[src/hdl/sliding_window_anomaly_detector_defines.svh]
// Assertion macros for the anomaly detector. Each use expects clk and rst_n in scope.
`ifndef SLIDING_WINDOW_ANOMALY_DETECTOR_DEFINES_SVH
`define SLIDING_WINDOW_ANOMALY_DETECTOR_DEFINES_SVH

// Same-cycle implication, checked out of reset.
`define SWAD_ASSERT_IMP(name, ante, cons, msg) \
    name: assert property (@(posedge clk) disable iff (!rst_n) (ante) |-> (cons)) \
        else $error(msg);

// Next-cycle implication, checked out of reset.
`define SWAD_ASSERT_NXT(name, ante, cons, msg) \
    name: assert property (@(posedge clk) disable iff (!rst_n) (ante) |=> (cons)) \
        else $error(msg);

`endif

[src/hdl/swad_pkg.sv]
`timescale 1ns / 1ps

package swad_pkg;

    localparam int CAPACITY  = 32;
    localparam int ADDR_W    = (CAPACITY > 1) ? $clog2(CAPACITY) : 1;
    localparam int CNT_W     = $clog2(CAPACITY + 1);
    localparam int LEVEL_W   = 32;
    localparam int TIME_W    = 32;
    localparam int CTR_W     = 32;
    localparam int WIN_W     = 6;
    localparam int THR_W     = 32;
    localparam int SUM_W     = LEVEL_W + CNT_W;
    localparam int HI_W      = SUM_W - 32;
    localparam int LN_W      = LEVEL_W + CNT_W;
    localparam int PROD_W    = THR_W + SUM_W;
    localparam int FRAC_W    = 16;
    localparam int CFG_IDX_W = 8;
    localparam int CFG_DAT_W = 32;
    localparam int IN_DAT_W  = 64;
    localparam int OUT_DAT_W = 72;

    // register indexes on the configuration port
    localparam logic [CFG_IDX_W-1:0] REG_WINDOW_LEN = CFG_IDX_W'(0);
    localparam logic [CFG_IDX_W-1:0] REG_THRESHOLD  = CFG_IDX_W'(1);

    localparam logic [WIN_W-1:0] WINDOW_LEN_RST = WIN_W'(32);
    localparam logic [THR_W-1:0] THRESHOLD_RST  = THR_W'(131072);

    typedef struct packed {
        logic capture;   // latch the input request, clear the accumulators
        logic scan;      // walk the stored records
        logic mul;       // form the products
        logic diff;      // combine partial products, form |level*n - sum|
        logic finish;    // compare, store the record, load the result
        logic cfg_wr;    // configuration write
    } swad_cmd_t;

    typedef struct packed {
        logic             scan_done;
        logic [CNT_W-1:0] fill;
        logic [CNT_W-1:0] win;
    } swad_status_t;

endpackage

[src/hdl/swad_ctrl.sv]
`timescale 1ns / 1ps

module swad_ctrl
(
    input  logic                  clk,
    input  logic                  rst_n,
    input  logic                  s_tvalid,
    output logic                  s_tready,
    output logic                  m_tvalid,
    input  logic                  m_tready,
    input  logic                  cfg_valid,
    output logic                  cfg_ready,
    input  swad_pkg::swad_status_t status,
    output swad_pkg::swad_cmd_t   cmd
);
    import swad_pkg::*;

    localparam logic [2:0] ST_IDLE = 3'd0;
    localparam logic [2:0] ST_SCAN = 3'd1;
    localparam logic [2:0] ST_MUL  = 3'd2;
    localparam logic [2:0] ST_DIFF = 3'd3;
    localparam logic [2:0] ST_FIN  = 3'd4;

    logic [2:0] state_reg;
    logic [2:0] state_next;
    logic       out_valid_reg;
    logic       out_valid_next;
    logic       out_free;

    assign out_free  = !out_valid_reg || m_tready;
    assign s_tready  = (state_reg == ST_IDLE);
    assign cfg_ready = (state_reg == ST_IDLE);
    assign m_tvalid  = out_valid_reg;

    always_comb
    begin
        state_next = state_reg;
        cmd        = '0;
        cmd.cfg_wr = cfg_valid && cfg_ready;
        unique case (state_reg)
            ST_IDLE:
            begin
                if (s_tvalid)
                begin
                    cmd.capture = 1'b1;
                    state_next  = ST_SCAN;
                end
            end
            ST_SCAN:
            begin
                cmd.scan = 1'b1;
                if (status.scan_done)
                begin
                    state_next = ST_MUL;
                end
            end
            ST_MUL:
            begin
                cmd.mul    = 1'b1;
                state_next = ST_DIFF;
            end
            ST_DIFF:
            begin
                cmd.diff   = 1'b1;
                state_next = ST_FIN;
            end
            ST_FIN:
            begin
                // hold until the result register can take the new result
                if (out_free)
                begin
                    cmd.finish = 1'b1;
                    state_next = ST_IDLE;
                end
            end
            default:
            begin
                state_next = ST_IDLE;
            end
        endcase
    end

    always_comb
    begin
        out_valid_next = out_valid_reg;
        if (cmd.finish)
        begin
            out_valid_next = 1'b1;
        end
        else if (m_tready)
        begin
            out_valid_next = 1'b0;
        end
    end

    always_ff @(posedge clk or negedge rst_n)
    begin
        if (!rst_n)
        begin
            state_reg     <= ST_IDLE;
            out_valid_reg <= 1'b0;
        end
        else
        begin
            state_reg     <= state_next;
            out_valid_reg <= out_valid_next;
        end
    end

endmodule

[config.mk]
export PLATFORM = sky130hd
export DESIGN_NAME = swad_ctrl
export DESIGN_NICKNAME = d
export VERILOG_FILES = /design/src/hdl/sliding_window_anomaly_detector_defines.svh /design/src/hdl/swad_pkg.sv /design/src/hdl/swad_ctrl.sv
export SDC_FILE = /design/constraint.sdc
export NUM_CORES = 1
export LEC_CHECK = 0
export BUFFER_PORTS_ARGS = -buffer_cell sky130_fd_sc_hd__buf_2
export CAP_MARGIN = 40
export CORE_AREA = 2 2 39 41
export CTS_CLUSTER_SIZE = 16
export DETAILED_ROUTE_END_ITERATION = 12
export DIE_AREA = 0 0 41 43
export HOLD_SLACK_MARGIN = 0.12
export PLACE_DENSITY_LB_ADDON = 0.2
export SYNTH_ARGS = -nofsm -noshare
export SYNTH_HDL_FRONTEND = slang
export SYNTH_SLANG_ARGS = --single-unit
export TNS_END_PERCENT = 1
[constraint.sdc]
create_clock -name clk -period 1.3 [get_ports clk]
set_input_delay 0.065 -clock clk [delete_from_list [all_inputs] [get_ports clk]]
set_output_delay 0.065 -clock clk [all_outputs]
set_load 0.01 [all_outputs]
==> summary.md, run 1 <==
| Metric | Value |
|---|---|
| First-pass GRT wire length | `938 um` |
| Layout cell share with drive strength beyond 1 | `0.605` |
| CP max stage delay | `430 ps` |
| Die W | `41 um` |
| Uppermost layer routed | `met4` |
| Synth Net Count | `43` |
| Max cap viols | `0` |
| Io pins | `27` |
| Relative slew slack | `0.851` |
| Nature of the critical path startpoint | `register` |
| TritonCTS buffer count | `3` |
| Status | `complete, but fails checks` |
| CP Cell Sequence | `or3b_4, nor2b_2, buf_2` |
| Worst Tran Pin Value | `223 ps` |
| DRT iter0 DRCs | `7` |
| Die area | `1760 um2` |
| Worst-skew pair later-pin latency | `240 ps` |
| Period minus WS final | `1350 ps` |
| Vias | `246` |
| First-pass detailed-route iteration total | `2` |
| Post-layout util | `0.276` |
| Min-Delay Path Class | `in2reg` |
| Pleak | `0.200 nW` |
| Met3 routed WL | `53 um` |
| Initial antenna violation count | `0` |
| CTS tree | `built` |
| Clock tree buffer depth | `2` |
| Routed len/inst | `9.36 um` |
| Total wire length | `552 um` |
| Post-Layout Inst Area | `382 um2` |
| Post-Syn Instances | `25` |
| Max reg flops | `3` |
| Post-Syn Area per Cell | `9.86 um2` |
| Vias in the first global route | `238` |
| Register area share after synthesis | `0.406` |
| Hpwl dp | `409 um` |
| RSZ-0062 raised after global routing | `yes` |
| Largest net degree at the start of global routing | `8` |
| Synth cell types | `15` |
| Fmax | `740 MHz` |
| Initial core utilization | `0.178` |
| Max-slew violation count | `0` |
| Area grow syn2layout | `54.8%` |
| Critical-path maximum fanout | `3` |
| WL met2 | `250 um` |
| Post-Place Setup Slack | `142 ps` |
| Total GRT Usage | `0.0828` |
| #FFs+latches synth | `4` |
| Endpoints failing setup | `1` |
| Nets@finish | `63` |
| Congestion Overflow GR | `0` |
| Final Worst Setup Slack | `-52.1 ps` |
| I/O Buffers | `14` |
| Crit Path Class | `reg2out` |
| ANT nets after route | `0` |
| Final number of hold-violating endpoints | `0` |
| Non-Filler Instances | `59` |
| Avg Vias per Cell | `4.17` |
| Critical path capture point type | `primary output` |
| Worst endpoint required time | `1240 ps` |
| Placeable Area | `1380 um2` |
| Clock skew | `1.72 ps` |
| Drc violations | `0` |
| CTS HTree Levels | `1` |
| Post-Place Cells | `52` |
| Antenna fix cells | `0` |
| Area post-placement | `317 um2` |
| Period utilisation layout | `1.04` |
| Clock sink total | `4` |
| Worst-path clk slew | `40 ps` |
| Chip Height | `43 um` |
| Num rows | `14` |
| Max VDD drop | `598 uV` |
| Power per cell area | `2270 nW/um2` |
| Crit-path slowest cell | `or3b_4` |
| Mapped cell area | `246 um2` |
| Yosys warns | `0` |
| Placer Congestion | `0.729` |
| Failing checks | `setup timing` |
| Met1 wire length | `232 um` |
| CP arrival | `1290 ps` |
| Clock Tree Root | `clkbuf_4` |
what timing repair did:
action                     CTS  global route
buffers inserted             2             0
pin swaps                    0             0
resized for setup            3             0
hold endpoints to repair     6             0
hold buffers                 2             0
setup endpoints to repair    5             2
worst paths after layout:
path	startpoint	slack, ps	cells after the start	to
max	state_reg[0]$_DFFE_PN0P_	-50	3	cmd[1]
min	s_tvalid	130	3	state_reg[0]$_DFFE_PN0P_
max reg2reg	state_reg[0]$_DFFE_PN0P_	250	3	state_reg[2]$_DFFE_PN0P_
min reg2reg	m_tvalid$_DFFE_PN0P_	530	2	m_tvalid$_DFFE_PN0P_
max in group asynchronous	rst_n	1010	2	state_reg[1]$_DFFE_PN0P_
min in group asynchronous	rst_n	160	2	m_tvalid$_DFFE_PN0P_
worst max-delay path, delay by kind of cell, from the launching register on:
kind | cells | cell delay, ps
flops | 1 | 400
buf+inv | 1 | 120
simple gates | 2 | 530
layout make-up:
type | instances | area, um2
fillers | 157 | 1000
multi-input cells | 17 | 124
well taps | 16 | 20.0
clock buffers | 3 | 22.5
repair buffers | 19 | 113
flip-flops and latches | 4 | 103
cell families after synthesis:
logic type             after synthesis  synth area share
AND/OR/NAND/NOR                     14             0.386
flip-flops                           4             0.406
buffers and inverters                4             0.112
AO/OA/AOI/OAI                        3            0.0964
cells in the mapped netlist:
cell type	n	area [um2]
and2_1	2	12.5
buf_2	1	5.00
or3b_4	1	11.3
a21oi_1	1	5.00
buf_4	3	22.5
nand2_1	1	3.75
nor3b_1	2	15.0
nand2b_1	2	12.5
nor3_1	3	15.0
nor2b_2	1	8.76
nand3b_1	1	7.51
dfrtp_1	4	100
o21a_1	1	7.51
o21bai_2	1	11.3
and3b_1	1	8.76
metal layers:
| layer | vias up | GRT usage |
|---|---|---|
| li1 | 119 | - |
| met3 | 2 | 0.0157 |
| met5 | - | 0 |
| met4 | 0 | 0.100 |
| met2 | 14 | 0.106 |
| met1 | 111 | 0.0984 |
layout by cell type, fill, tap and decap left out:
cell type and count:
nor3_2 1, nor3b_1 2, nand2b_1 2, nand2_1 1, clkbuf_4 3, o21a_1 1
buf_4 3, nand3b_1 1, buf_2 14, or3b_4 1, o21bai_2 1, dlygate4sd3_1 2
nor2b_2 1, dfrtp_2 2, dfrtp_1 2, a21oi_1 1, nor3_1 2, and2_1 2
and3b_1 1
where the power goes:
group | switching, mW | internal [mW] | total [mW]
Combinational | 0.227 | 0.250 | 0.477
Clock | 0.0530 | 0.103 | 0.156
Sequential | 0.0490 | 0.182 | 0.231
stage by stage:
step	total power, mW	TNS [ps]	hold WS [ps]
5_1_grt	0.930	-115	179
3_3_place_gp	0.655	0	-125
3_5_place_dp	0.656	0	-128
6_report	0.864	-52.1	135
4_1_cts	0.874	-57.7	141
2_1_floorplan	0.536	0	-231
(Power assumes the default switching activity.)
==> run 2: changes to the inputs <==
--- a/config.mk
+++ b/config.mk
@@ -5,14 +5,16 @@
 export SDC_FILE = /design/constraint.sdc
 export NUM_CORES = 1
 export LEC_CHECK = 0
-export BUFFER_PORTS_ARGS = -buffer_cell sky130_fd_sc_hd__buf_2
 export CAP_MARGIN = 40
 export CORE_AREA = 2 2 39 41
 export CTS_CLUSTER_SIZE = 16
 export DETAILED_ROUTE_END_ITERATION = 12
 export DIE_AREA = 0 0 41 43
+export DONT_BUFFER_PORTS = 1
+export GPL_ROUTABILITY_DRIVEN = 1
 export HOLD_SLACK_MARGIN = 0.12
 export PLACE_DENSITY_LB_ADDON = 0.2
+export SETUP_SLACK_MARGIN = 0.15
 export SYNTH_ARGS = -nofsm -noshare
 export SYNTH_HDL_FRONTEND = slang
 export SYNTH_SLANG_ARGS = --single-unit
==> run 2 against run 1 <==
The flow now finishes without violations. Register-to-register slack got worse by 70 ps. Clock power decreased by 4%. Global-route usage shrank 0.33 points. Combinational power grew 4.2%. Critical path depth decreased by 1. Sequential share of layout area shrank 0.24 points. Maximum frequency up 7.3%. Final cell count is 15% lower. Hold slack better by 120 ps. Non-clock buffer count is 9 lower. Sequential power fell by 3%. Final area fell by 0.33%.
==> summary.md, run 2 (same netlist as run 1, synthesis figures left out) <==
| Metric | Value |
|---|---|
| Nature of the critical path startpoint | `register` |
| Worst-path clk slew | `30 ps` |
| Pleak | `0.174 nW` |
| Total power draw | `872 uW` |
| DRT iter0 DRCs | `0` |
| Critical path capture point type | `primary output` |
| Total wire length | `555 um` |
| First-pass detailed-route iteration total | `1` |
| Status | `complete, no violations` |
| Avg Vias per Cell | `4.18` |
| Worst endpoint required time | `1240 ps` |
| Power per cell area | `2290 nW/um2` |
| Post-Place Cells | `40` |
| I/O Buffers | `0` |
| Nets@finish | `54` |
| Clock sink total | `4` |
| TritonCTS buffer count | `3` |
| Vias | `209` |
| Fmax | `794 MHz` |
| Die area | `1760 um2` |
| Endpoints failing setup | `0` |
| Sequential standard cell area | `101 um2` |
| Final Worst Setup Slack | `39.9 ps` |
| Relative slew slack | `0.734` |
| TNS Setup | `0 ps` |
| Clock Tree Root | `clkbuf_4` |
| Worst-skew pair later-pin latency | `230 ps` |
| Num rows | `14` |
| Max-slew violation count | `0` |
| Io pins | `27` |
| Placeable Area | `1380 um2` |
| ANT nets after route | `0` |
| Most frequent cells in the layout | `5 x dlygate4sd3_1, 4 x buf_4, 3 x clkbuf_4, 3 x dfrtp_1` |
| RSZ-0062 raised after global routing | `yes` |
| Area occupied by multi-input gates | `145 um2` |
| Non-Filler Instances | `50` |
| Period minus WS final | `1260 ps` |
| Placer Congestion | `0.662` |
| Commonest non-fill, non-tap cell in the layout | `dlygate4sd3_1` |
| Final number of hold-violating endpoints | `0` |
| Max VDD drop | `728 uV` |
| Chip Height | `43 um` |
| Vias in the first global route | `216` |
| Clock tree buffer depth | `2` |
| CTS HTree Levels | `1` |
| Routed len/inst | `11.1 um` |
| Area grow syn2layout | `54.3%` |
| # fillers | `156` |
| Min-Delay Path Class | `in2out` |
| Initial antenna violation count | `0` |
| Layout cell share with drive strength beyond 1 | `0.471` |
| First-pass GRT wire length | `862 um` |
| Largest net degree at the start of global routing | `8` |
| Initial core utilization | `0.178` |
| Period utilisation layout | `0.969` |
| Max cap viols | `0` |
| Hpwl dp | `380 um` |
| Max reg flops | `3` |
| CTS tree | `built` |
| CP arrival | `1200 ps` |
| Crit Path Class | `reg2out` |
| Drc violations | `0` |
| Clock skew | `3.69 ps` |
| Worst Tran Pin Value | `399 ps` |
| Critical-path maximum fanout | `3` |
| Antenna fix cells | `0` |
| Die W | `41 um` |
| Post-layout util | `0.275` |
| Post-Place Setup Slack | `175 ps` |
| Congestion Overflow GR | `0` |
| Total GRT Usage | `0.0796` |
==> run 2: cell types whose count changed in the layout (fill, tap and decap cells not counted), sizes merged <==
cell	before	now
buf	17	5
dlygate4sd3	2	5
==> run 2: power breakdown <==
part	total (mW)	leakage (nW)	switching [mW]	internal [mW]
Sequential	0.224	0.0501	0.0452	0.179
Clock	0.150	0.0138	0.0473	0.103
Combinational	0.497	0.111	0.243	0.254
==> run 2: worst paths after layout <==
path	startpoint	to	slack [ps]	depth (start not counted)
worst max-delay path	state_reg[0]$_DFFE_PN0P_	cmd[1]	40	2
min in group asynchronous	rst_n	m_tvalid$_DFFE_PN0P_	650	2
max in group asynchronous	rst_n	state_reg[2]$_DFFE_PN0P_	470	2
worst max register to register	state_reg[0]$_DFFE_PN0P_	state_reg[2]$_DFFE_PN0P_	180	3
worst min register to register	state_reg[2]$_DFFE_PN0P_	state_reg[1]$_DFFE_PN0P_	600	2
worst min-delay path	cfg_valid	cmd[0]	260	1
==> run 2: routing by layer <==
layer	GRT usage	part of all wire	wire, um	up-vias
met5	0	0	0	-
met4	0.100	0	0	0
met3	0.0157	0.065	36	0
met1	0.0747	0.38	211	96
met2	0.119	0.55	308	11
li1	-	-	-	102
==> run 2: area by class of cell <==
| class | count | area share |
|---|---|---|
| clock buffer | 3 | 0.0592 |
| timing repair buffer | 10 | 0.240 |
| tap | 16 | 0.0526 |
| sequential | 4 | 0.266 |
| multi-input combinational | 17 | 0.382 |
==> run 2: what timing repair did <==
action / 4_1_cts / 5_1_grt
pin swaps: 1 / 3
gates resized for setup: 5 / 2
setup endpoints to repair: 7 / 9
hold buffers: 5 / 0
setup buffers: 2 / 0
endpoints found under the hold margin: 8 / 0
==> run 2: worst max-delay path: stages, from the launching register on <==
cell     delay [ps]
dfrtp_1         390
or3b_4          420
nor2b_4         150
==> run 2: through the flow <==
step	area (um2)	hold WS, ps
floorplan	251	-231
global placement	267	-230
detailed placement	267	-230
CTS	372	255
global route	380	256
finish	380	255
==> run 3: changes to the inputs <==
==> constraint.sdc (replaced) <==
create_clock -name clk -period 1.35 [get_ports clk]
set_input_delay 0.0675 -clock clk [delete_from_list [all_inputs] [get_ports clk]]
set_output_delay 0.0675 -clock clk [all_outputs]
set_load 0.01 [all_outputs]
==> run 3 against run 2 <==
First-iteration DRC count increased by 1. Via count is 7.2% higher. Hold slack better by 5.0 ps. Wire length up 4.0%. Core utilization grew 2.4 points. Global-route usage unchanged. Power increased by 7.0%. Clock skew fell by 0.83 ps. Combinational power grew 12%. Final cell count up 6.0%. Critical path type unchanged. Largest power group unchanged.
==> summary.md, run 3 (same netlist as run 1, synthesis figures left out) <==
| Metric | Value |
|---|---|
| Num rows | `14` |
| Die area | `1760 um2` |
| Worst endpoint required time | `1280 ps` |
| Max VDD drop | `965 uV` |
| Clock sink total | `4` |
| First-pass detailed-route iteration total | `3` |
| Nets@finish | `57` |
| Clk pwr share | `0.158` |
| Initial antenna violation count | `0` |
| TritonCTS buffer count | `3` |
| R2R Path Start | `state_reg[1]$_DFFE_PN0P_` |
| FF-to-FF setup slack | `160 ps` |
| I/O Buffers | `0` |
| Area grow syn2layout | `68.0%` |
| CP Cell Sequence | `or3b_4, nor2b_4` |
| First-pass GRT wire length | `876 um` |
| Total GRT Usage | `0.0796` |
| Power per cell area | `2250 nW/um2` |
| Status | `complete, no violations` |
| Pleak | `0.191 nW` |
| Sw frac | `0.370` |
| Critical path capture point type | `primary output` |
| Congestion Overflow GR | `0` |
| Commonest non-fill, non-tap cell in the layout | `buf_4` |
| Nature of the critical path startpoint | `register` |
| ANT nets after route | `0` |
| Crit-path slowest cell | `dfrtp_2` |
| Period utilisation layout | `0.937` |
| Relative slew slack | `0.747` |
| Crit Path Class | `reg2out` |
| Avg Vias per Cell | `4.23` |
| Drc violations | `0` |
| Total wire length | `577 um` |
| R2R depth | `4` |
| Psw | `345 uW` |
| Final number of hold-violating endpoints | `0` |
| Post-Place Setup Slack | `210 ps` |
| Area post-placement | `251 um2` |
| Routed len/inst | `10.9 um` |
| Post-Layout Inst Area | `414 um2` |
| RSZ-0062 raised after global routing | `yes` |
| Period minus WS final | `1270 ps` |
| P_int | `588 uW` |
| Max-slew violation count | `0` |
| Layout cell share with drive strength beyond 1 | `0.568` |
| Antenna fix cells | `0` |
| Max reg flops | `3` |
| Fmax | `790 MHz` |
| CTS HTree Levels | `1` |
| Sequential Power Share | `0.247` |
| Sequential standard cell area | `104 um2` |
| DRT iter0 DRCs | `1` |
| Vias | `224` |
| Clock skew | `2.87 ps` |
| Max cap viols | `0` |
| Clock Tree Root | `clkbuf_4` |
| Die W | `41 um` |
| Endpoints failing setup | `0` |
| Placeable Area | `1380 um2` |
| Area occupied by multi-input gates | `145 um2` |
| Crit. Startpoint | `state_reg[0]$_DFFE_PN0P_` |
| Largest net degree at the start of global routing | `8` |
| TNS Setup | `0 ps` |
| Final Worst Setup Slack | `84.7 ps` |
| Worst-skew pair later-pin latency | `230 ps` |
| Worst Tran Pin Value | `379 ps` |
| Critical-path maximum fanout | `3` |
| # fillers | `146` |
| Chip Height | `43 um` |
| Worst R2R End | `state_reg[2]$_DFFE_PN0P_` |
| CTS tree | `built` |
| Placer Congestion | `0.649` |
| Worst-path clk slew | `30 ps` |
| Clock tree buffer depth | `2` |
| Initial core utilization | `0.178` |
| Min-Delay Path Class | `in2out` |
| Vias in the first global route | `230` |
| Io pins | `27` |
| CP endpoint | `cmd[1]` |
| CP arrival | `1200 ps` |
| Most frequent cells in the layout | `7 x buf_4, 5 x dlygate4sd3_1, 3 x clkbuf_4, 3 x dfrtp_2` |
| CP max stage delay | `430 ps` |
| Logic gate share of total power | `0.595` |
[run 3: changes by cell type in the layout (fill, tap and decap cells not counted), sizes merged]
cell / delta
buf: +3
[run 3: cell type report]
type,instances,area share
Tap cell,16,0.0483
Timing Repair Buffer,13,0.296
Sequential cell,4,0.251
Clock buffer,3,0.0544
Multi-Input combinational cell,17,0.350
[run 3: power by group through the flow]
stage / logic (mW) / registers (mW) / clock network, mW
after floorplan: 0.309 / 0.219 / 0
after global placement: 0.274 / 0.268 / 0
after detailed placement: 0.274 / 0.270 / 0
after CTS: 0.554 / 0.224 / 0.153
after global routing: 0.595 / 0.237 / 0.162
final: 0.556 / 0.230 / 0.147
[run 3: critical path: cells and delay by family (launching register included)]
| kind | cells | cell delay (ps) |
|---|---|---|
| simple gates | 2 | 540 |
| flops | 1 | 430 |
[run 3: metrics by stage]
stage          hold WS (ps)  utilization  total power, mW  instances
2_1_floorplan          -228            -            0.528         25
3_3_place_gp           -228        0.182            0.542         38
3_5_place_dp           -228        0.182            0.543         38
4_1_cts                 260        0.296            0.932         53
5_1_grt                 261        0.299            0.994         53
6_report                260        0.299            0.933         53
[run 3: repair_timing]
action / CTS / global route
setup endpoints to repair: 5 / 9
gates resized for setup: 7 / 1
buffers inserted: 7 / 0
hold buffers: 5 / 0
endpoints found under the hold margin: 8 / 0
pin swaps: 1 / 0
[run 3: worst min path at each step]
stage	from	end	cells after the start
after global routing	cfg_valid	cmd[0]	1
after global placement	rst_n	state_reg[1]$_DFFE_PN0P_	0
after floorplan	rst_n	m_tvalid$_DFFE_PN0P_	0
after CTS	s_tvalid	cmd[5]	1
after detailed placement	rst_n	state_reg[1]$_DFFE_PN0P_	0
final	s_tvalid	cmd[5]	1
[run 3: routing by layer]
metal	vias up	share of wire	global-route usage	wire (um)
met1	109	0.37	0.0779	213
met2	8	0.58	0.116	333
met4	0	0	0.100	0
met3	0	0.050	0.0157	29
li1	107	-	-	-
met5	-	0	0	0
